<file path="src/sv/deq_pkg.sv">
// Shared types and codes for the double-ended queue.
// No dependencies; imported by deq_store, double_ended_queue and the bench.
package deq_pkg;

  localparam int DEPTH_DEF = 16;
  localparam int WORD_W    = 32;

  // request codes
  localparam logic [1:0] RQ_REAR_INS  = 2'd0;
  localparam logic [1:0] RQ_FRONT_REM = 2'd1;
  localparam logic [1:0] RQ_FRONT_INS = 2'd2;
  localparam logic [1:0] RQ_REAR_REM  = 2'd3;

  // status codes
  localparam logic [1:0] ST_OK    = 2'd0;
  localparam logic [1:0] ST_FULL  = 2'd1;
  localparam logic [1:0] ST_EMPTY = 2'd2;

  typedef struct packed {
    logic        [1:0]        req_type;
    logic signed [WORD_W-1:0] data_in;
  } deq_in_t;

  typedef struct packed {
    logic signed [WORD_W-1:0] data_out;
    logic        [1:0]        status;
    logic                     now_empty;
  } deq_out_t;

endpackage

</file>
<file path="src/sv/deq_store.sv">
// Single-port word store for the queue, registered read.
// Depends on deq_pkg.
module deq_store
  import deq_pkg::*;
#(
  parameter int DEPTH = DEPTH_DEF,
  localparam int AW   = $clog2(DEPTH)
) (
  input  logic              clk,
  input  logic              we,
  input  logic              re,
  input  logic [AW-1:0]     addr,
  input  logic [WORD_W-1:0] wdata,
  output logic [WORD_W-1:0] rdata
);

  logic [WORD_W-1:0] mem [DEPTH];
  logic [WORD_W-1:0] rdata_r;

  always_ff @(posedge clk) begin
    if (we) begin
      mem[addr] <= wdata;
    end
    // read data holds while no read is issued, so a stalled result keeps it
    if (re) begin
      rdata_r <= mem[addr];
    end
  end

  assign rdata = rdata_r;

endmodule

</file>
<file path="src/sv/double_ended_queue.sv">
// Double-ended queue top level: index/flag control around a word store.
// Depends on deq_pkg and deq_store.
//
// Usage:
//   Input channel in_valid/in_ready/in_data carries one request word:
//   rear insert, front remove, front insert or rear remove. Every request
//   yields exactly one result word on out_valid/out_ready/out_data with the
//   removed word (zero otherwise), a status (ok, full at that end, empty)
//   and the empty flag after the request.
//   out_valid rises in the cycle after acceptance. Throughput is one
//   request per cycle while out_ready is high: indices and flag live in
//   registers and update at acceptance, and the store takes one read or
//   one write per request on its single port, so a removal right after an
//   insert of the same slot reads the new word without forwarding.
//   The queue is a linear array: inserts past slot 0 or slot DEPTH-1 are
//   refused as full even when the other end has room.
//   Reset empties the queue (indices to zero); store contents are not
//   cleared and are only read once written.
//   When out_ready is low the result holds and in_ready drops; a new
//   request is taken in the same cycle the pending result is taken.
module double_ended_queue
  import deq_pkg::*;
#(
  parameter int DEPTH = DEPTH_DEF,
  localparam int AW   = $clog2(DEPTH)
) (
  input  logic     clk,
  input  logic     rst_n,
  input  logic     in_valid,
  output logic     in_ready,
  input  deq_in_t  in_data,
  output logic     out_valid,
  input  logic     out_ready,
  output deq_out_t out_data
);

  localparam logic [AW-1:0] LAST_IDX = AW'(DEPTH - 1);

  logic [AW-1:0] head_r, head_nxt;
  logic [AW-1:0] tail_r, tail_nxt;
  logic          empty_r, empty_nxt;
  logic          out_valid_r;
  logic [1:0]    status_r, status_nxt;
  logic          take_rd_r, take_rd_nxt;

  logic          accept;
  logic          wr_req, rd_req;
  logic [AW-1:0] addr;
  logic [WORD_W-1:0] rdata;

  assign in_ready = !out_valid_r || out_ready;
  assign accept   = in_valid && in_ready;

  always_comb begin
    head_nxt    = head_r;
    tail_nxt    = tail_r;
    empty_nxt   = empty_r;
    status_nxt  = ST_OK;
    take_rd_nxt = 1'b0;
    wr_req      = 1'b0;
    rd_req      = 1'b0;
    addr        = head_r;
    unique case (in_data.req_type)
      RQ_REAR_INS: begin
        if (empty_r) begin
          head_nxt  = '0;
          tail_nxt  = '0;
          addr      = '0;
          wr_req    = 1'b1;
          empty_nxt = 1'b0;
        end else if (tail_r == LAST_IDX) begin
          status_nxt = ST_FULL;
        end else begin
          tail_nxt = tail_r + 1'b1;
          addr     = tail_r + 1'b1;
          wr_req   = 1'b1;
        end
      end
      RQ_FRONT_INS: begin
        if (empty_r) begin
          head_nxt  = LAST_IDX;
          tail_nxt  = LAST_IDX;
          addr      = LAST_IDX;
          wr_req    = 1'b1;
          empty_nxt = 1'b0;
        end else if (head_r == '0) begin
          status_nxt = ST_FULL;
        end else begin
          head_nxt = head_r - 1'b1;
          addr     = head_r - 1'b1;
          wr_req   = 1'b1;
        end
      end
      RQ_FRONT_REM, RQ_REAR_REM: begin
        if (empty_r) begin
          status_nxt = ST_EMPTY;
        end else begin
          rd_req      = 1'b1;
          take_rd_nxt = 1'b1;
          addr        = (in_data.req_type == RQ_FRONT_REM) ? head_r : tail_r;
          if (head_r == tail_r) begin
            empty_nxt = 1'b1;
            head_nxt  = '0;
            tail_nxt  = '0;
          end else if (in_data.req_type == RQ_FRONT_REM) begin
            head_nxt = head_r + 1'b1;
          end else begin
            tail_nxt = tail_r - 1'b1;
          end
        end
      end
      default: begin
        status_nxt = ST_OK;
      end
    endcase
  end

  deq_store #(.DEPTH(DEPTH)) u_store (
    .clk   (clk),
    .we    (accept && wr_req),
    .re    (accept && rd_req),
    .addr  (addr),
    .wdata (in_data.data_in),
    .rdata (rdata)
  );

  always_ff @(posedge clk) begin
    if (!rst_n) begin
      head_r      <= '0;
      tail_r      <= '0;
      empty_r     <= 1'b1;
      out_valid_r <= 1'b0;
      status_r    <= ST_OK;
      take_rd_r   <= 1'b0;
    end else begin
      if (accept) begin
        head_r    <= head_nxt;
        tail_r    <= tail_nxt;
        empty_r   <= empty_nxt;
        status_r  <= status_nxt;
        take_rd_r <= take_rd_nxt;
      end
      if (accept) begin
        out_valid_r <= 1'b1;
      end else if (out_ready) begin
        out_valid_r <= 1'b0;
      end
    end
  end

  assign out_valid          = out_valid_r;
  assign out_data.data_out  = take_rd_r ? rdata : '0;
  assign out_data.status    = status_r;
  assign out_data.now_empty = empty_r;

  // occupied slots stay contiguous from head to tail
  a_order: assert property (@(posedge clk) disable iff (!rst_n)
    !empty_r |-> (head_r <= tail_r))
    else $error("head index passed tail index");

  a_empty_idx: assert property (@(posedge clk) disable iff (!rst_n)
    empty_r |-> (head_r == '0 && tail_r == '0))
    else $error("empty queue with nonzero indices");

  a_rem_empty: assert property (@(posedge clk) disable iff (!rst_n)
    (accept && empty_r && (in_data.req_type == RQ_FRONT_REM ||
     in_data.req_type == RQ_REAR_REM)) |=> (status_r == ST_EMPTY && !take_rd_r))
    else $error("removal from empty queue not reported");

  a_no_access_on_err: assert property (@(posedge clk) disable iff (!rst_n)
    (accept && status_nxt != ST_OK) |-> (!wr_req && !rd_req))
    else $error("store accessed on refused request");

  a_count_ok: assert property (@(posedge clk) disable iff (!rst_n)
    (accept && !empty_r && in_data.req_type == RQ_REAR_INS && tail_r != LAST_IDX)
    |=> (tail_r == $past(tail_r) + 1'b1 && head_r == $past(head_r)))
    else $error("rear insert moved indices wrongly");

endmodule

</file>
<file path="config.mk">
export PLATFORM = sky130hd
export DESIGN_NAME = double_ended_queue
export DESIGN_NICKNAME = d
export VERILOG_FILES = /design/src/sv/deq_pkg.sv /design/src/sv/deq_store.sv /design/src/sv/double_ended_queue.sv
export SDC_FILE = /design/constraint.sdc
export NUM_CORES = 1
export LEC_CHECK = 0
export ABC_AREA = 1
export BUFFER_PORTS_ARGS = -buffer_cell sky130_fd_sc_hd__buf_2
export CAP_MARGIN = 20
export CORE_AREA = 8 8 275 277
export CTS_CLUSTER_DIAMETER = 60
export DETAILED_ROUTE_END_ITERATION = 16
export DIE_AREA = 0 0 283 285
export HOLD_SLACK_MARGIN = 0.12
export PLACE_DENSITY_LB_ADDON = 0.1
export REMOVE_ABC_BUFFERS = 1
export SETUP_SLACK_MARGIN = 0.4
export SLEW_MARGIN = 20
export SYNTH_ARGS = -nofsm -noshare
export SYNTH_HDL_FRONTEND = slang
export SYNTH_SLANG_ARGS = --single-unit
</file>
<file path="constraint.sdc">
create_clock -name clk -period 4.8 [get_ports clk]
set_clock_uncertainty 0.05 [all_clocks]
set_input_delay 0.48 -clock clk [delete_from_list [all_inputs] [get_ports clk]]
set_output_delay 0.48 -clock clk [all_outputs]
set_load 0.01 [all_outputs]
</file>
==> metrics.txt <==
Worst path slowest cell buf_4; total power between 10 and 15 mW; Final setup viols 0; Synth Instances between 2,000 and 2,500; multiplexer area fraction after synthesis 0; crit-path most repeated cell nand2_1; Tot GR Track Use 0.178; worst slack at placement 0.808 ns; final setup margin roughly 0.74 ns; Worst Path Required 5.19 ns; hpwl dp ~35,000 um; power density over the cells between 400 and 500 nW/um^2; Initial Utilization 0.346; YS warnings 0; vias in the first global route approximately 18,000; count of clock tree sinks 557; Seq cells post-synth roughly 560; WL final between 70,000 and 80,000 um; Crit Path Max Fanout approximately 180; via density per instance approximately 5; fmax between 200 and 250 MHz; Pre-antenna DRT Iters 7; routability cong. 0.760; IO Pins 75; DRT iter0 DRCs between 1,000 and 1,500; critical path arrival approximately 4.5 ns; final net count 2,467; Startpoint Class flop; Syn Area/Cell slightly above 10 um^2; clock latency on the worst-skew pair about 0.59 ns; Cell Rows 98; # Post-CTS Setup Buffers 0; largest family of logic cells by synthesized area simple AND/OR/NAND/NOR gates; HP Class primary input to flop; CTS Buffer Depth 3; outcome finished clean; Util after Layout 0.394; final std cells w/o fill roughly 3,400; Crit path max-delay family buffers and inverters; antenna violations before repair 1; CP endpoint kind flop; Max H-tree Level 3; CTS resizes 0; first-pass GRT wire length ~110,000 um; XOR/XNOR share of the synthesized area 0.00285; max-cap violation count 0; share of post-route cells with drive strength above 1 0.0935; largest net degree at the start of global routing approximately 190; crit-path cells ha_1 > nand3_2 > inv_1 > nand2_1 > nand3_4 > buf_12 > buf_4 > nand4_1 > nand2_1 > nand2_1 > nand2_1 > nand2_1 > nand2_1 > inv_1 > nand2_1; grt total ovfl 0; Worst-path clk slew approximately 0.05 ns; placed instance area roughly 26,000 um^2; P_leak about 11 nW; die height 285 um; worst slew pin tran approximately 1.1 ns; Adder-Cell Fraction of Synth Area 0.00204; final worst path period need 4.06 ns; buffers and inverters on the worst path 4; core area ~71,000 um^2; CTS tree yes; via count of the routed design 17,400; die area ~81,000 um^2; placed insts 3,306; critical path's largest stage delay just under 0.9 ns; IR drop worst, VDD around 0.00025 V; RSZ-0062 raised after global routing false; cts hold-fix bufs 1; die width roughly 280 um; fin crit share 0.847; Wirelength per Cell about 21 um; total CTS buffers 66; port bufs between 70 and 80; Final Cell Area ~28,000 um^2; post-synth cell types 28; CTS root buf clkbuf_16; Max Transition Viols Final 0; mapped cell area between 20,000 and 25,000 um^2; slew margin rel. 0.256; area grow syn2layout 13.8%; compound-gate portion of the synthesized area 0.00977; Setup CP Type flop to flop; simple logic cell fraction of the synthesized area 0.259; number of nets with antenna violations after routing 0; endpoints failing hold 0; Seq/Total Area, Yosys 0.675; Post-route DRC 0
-- kinds of logic after synthesis --
logic type                 count (synthesis)
and+or+nand+nor                         1505
DFF                                      557
buffers and inverters                    290
AOI/OAI and AO/OA                         44
xor gates and xnor gates                   8
adders and majority gates                  4
-- stage by stage --
| step | hold WS, ns | TNS (ns) |
|---|---|---|
| floorplan | 0.495 | -2423.79 |
| global placement | 0.448 | 0 |
| detailed placement | 0.444 | 0 |
| CTS | 0.125 | 0 |
| global route | 0.167 | 0 |
| finish | 0.154 | 0 |
-- worst register-to-register path: cells and delay by family, from the launching register on --
| family | cells | cell delay (ns) |
|---|---|---|
| flops | 1 | 0.49 |
| simple gates | 10 | 1.14 |
| fa+ha+maj | 1 | 0.28 |
| buf+inv | 4 | 1.97 |
-- cell usage in the layout (no fill, tap or decap), types with 2 or more instances in the layout --
cell type,synthesis,layout
a21oi_1,13,13
clkbuf_1,21,18
edfxtp_1,544,544
buf_12,0,17
buf_4,6,19
nor2_4,0,20
nand3_1,12,12
buf_2,131,74
clkinv_2,0,5
xor2_1,7,7
clkinv_1,0,18
ha_1,4,4
clkbuf_16,0,68
o211ai_1,4,4
nand3_4,0,4
dfxtp_1,13,12
a31oi_1,2,2
nand4_1,256,256
o21ai_0,21,21
nand2_1,1189,1189
inv_2,12,11
nor2_1,31,15
nor3_1,4,3
nand2_2,3,2
inv_1,115,115
-- per-layer routing --
layer  share of wire  vias up  global-route usage  wire length, um
met5               0        -                   0                0
met4           0.027        0              0.0537             1980
met3           0.048      125              0.0321             3510
met2            0.47      425               0.294            34500
met1            0.45     8611               0.238            33200
li1                -     8206                   -                -
-- cell usage after synthesis --
cell type  count  share of area
nor2_2         5         0.0013
clkbuf_1      21         0.0032
buf_2        131          0.027
dfxtp_1       13          0.011
o21a_1         1        0.00031
xnor2_1        1        0.00036
o21ai_1        1        0.00020
inv_1        115          0.018
nand3_1       12         0.0024
a221oi_1       1        0.00036
nand4_1      256          0.065
edfxtp_1     544           0.66
clkbuf_2       1        0.00020
o22ai_1        1        0.00025
inv_2         12         0.0018
o21ai_0       21         0.0043
buf_4          6         0.0018
a21oi_1       13         0.0026
o211ai_1       4         0.0012
nor2_1        31         0.0047
a31oi_1        2        0.00051
buf_1          4        0.00061
nor3_1         4        0.00081
nand3_2        5         0.0020
xor2_1         7         0.0025
ha_1           4         0.0020
nand2_1     1189           0.18
nand2_2        3        0.00076
-- worst paths after layout --
path,from,endpoint,slack (ns),depth (start not counted)
worst max register to register,tail_r[1]$_SDFFE_PN0P_,u_store.rdata[16]$_DFFE_PP_,0.74,15
worst min-delay path,out_ready,out_valid$_SDFFE_PN0P_,0.15,4
worst min register to register,out_valid$_SDFFE_PN0P_,out_valid$_SDFFE_PN0P_,0.46,2
worst max-delay path,tail_r[1]$_SDFFE_PN0P_,u_store.rdata[16]$_DFFE_PP_,0.74,15
-- final cells by class --
| class | count | area [um^2] |
|---|---|---|
| Inverter | 127 | 479 |
| Antenna cell | 1 | 2.50 |
| Sequential cell | 557 | 16600 |
| Clock buffer | 86 | 1770 |
| Multi-Input combinational cell | 1561 | 6910 |
| Timing Repair Buffer | 112 | 875 |
| Clock inverter | 27 | 156 |
| Tap cell | 950 | 1190 |
| Fill cell | 6947 | 43000 |
-- flip-flops by register name, summed over array words and instances (netlist names) --
name           count
u_store.rdata     32
head_r             4
tail_r             4
out_valid          1
u_store.mem      512
empty_r            1
status_r           2
take_rd_r          1
-- power breakdown --
part / switching [mW] / internal, mW / leakage [nW] / total, mW
clock: 1.94 / 2.64 / 0.937 / 4.58
sequential: 0.0323 / 5.44 / 5.01 / 5.47
combinational: 1.06 / 0.387 / 5.49 / 1.45
No activity file was read; power rests on OpenSTA's default activity.
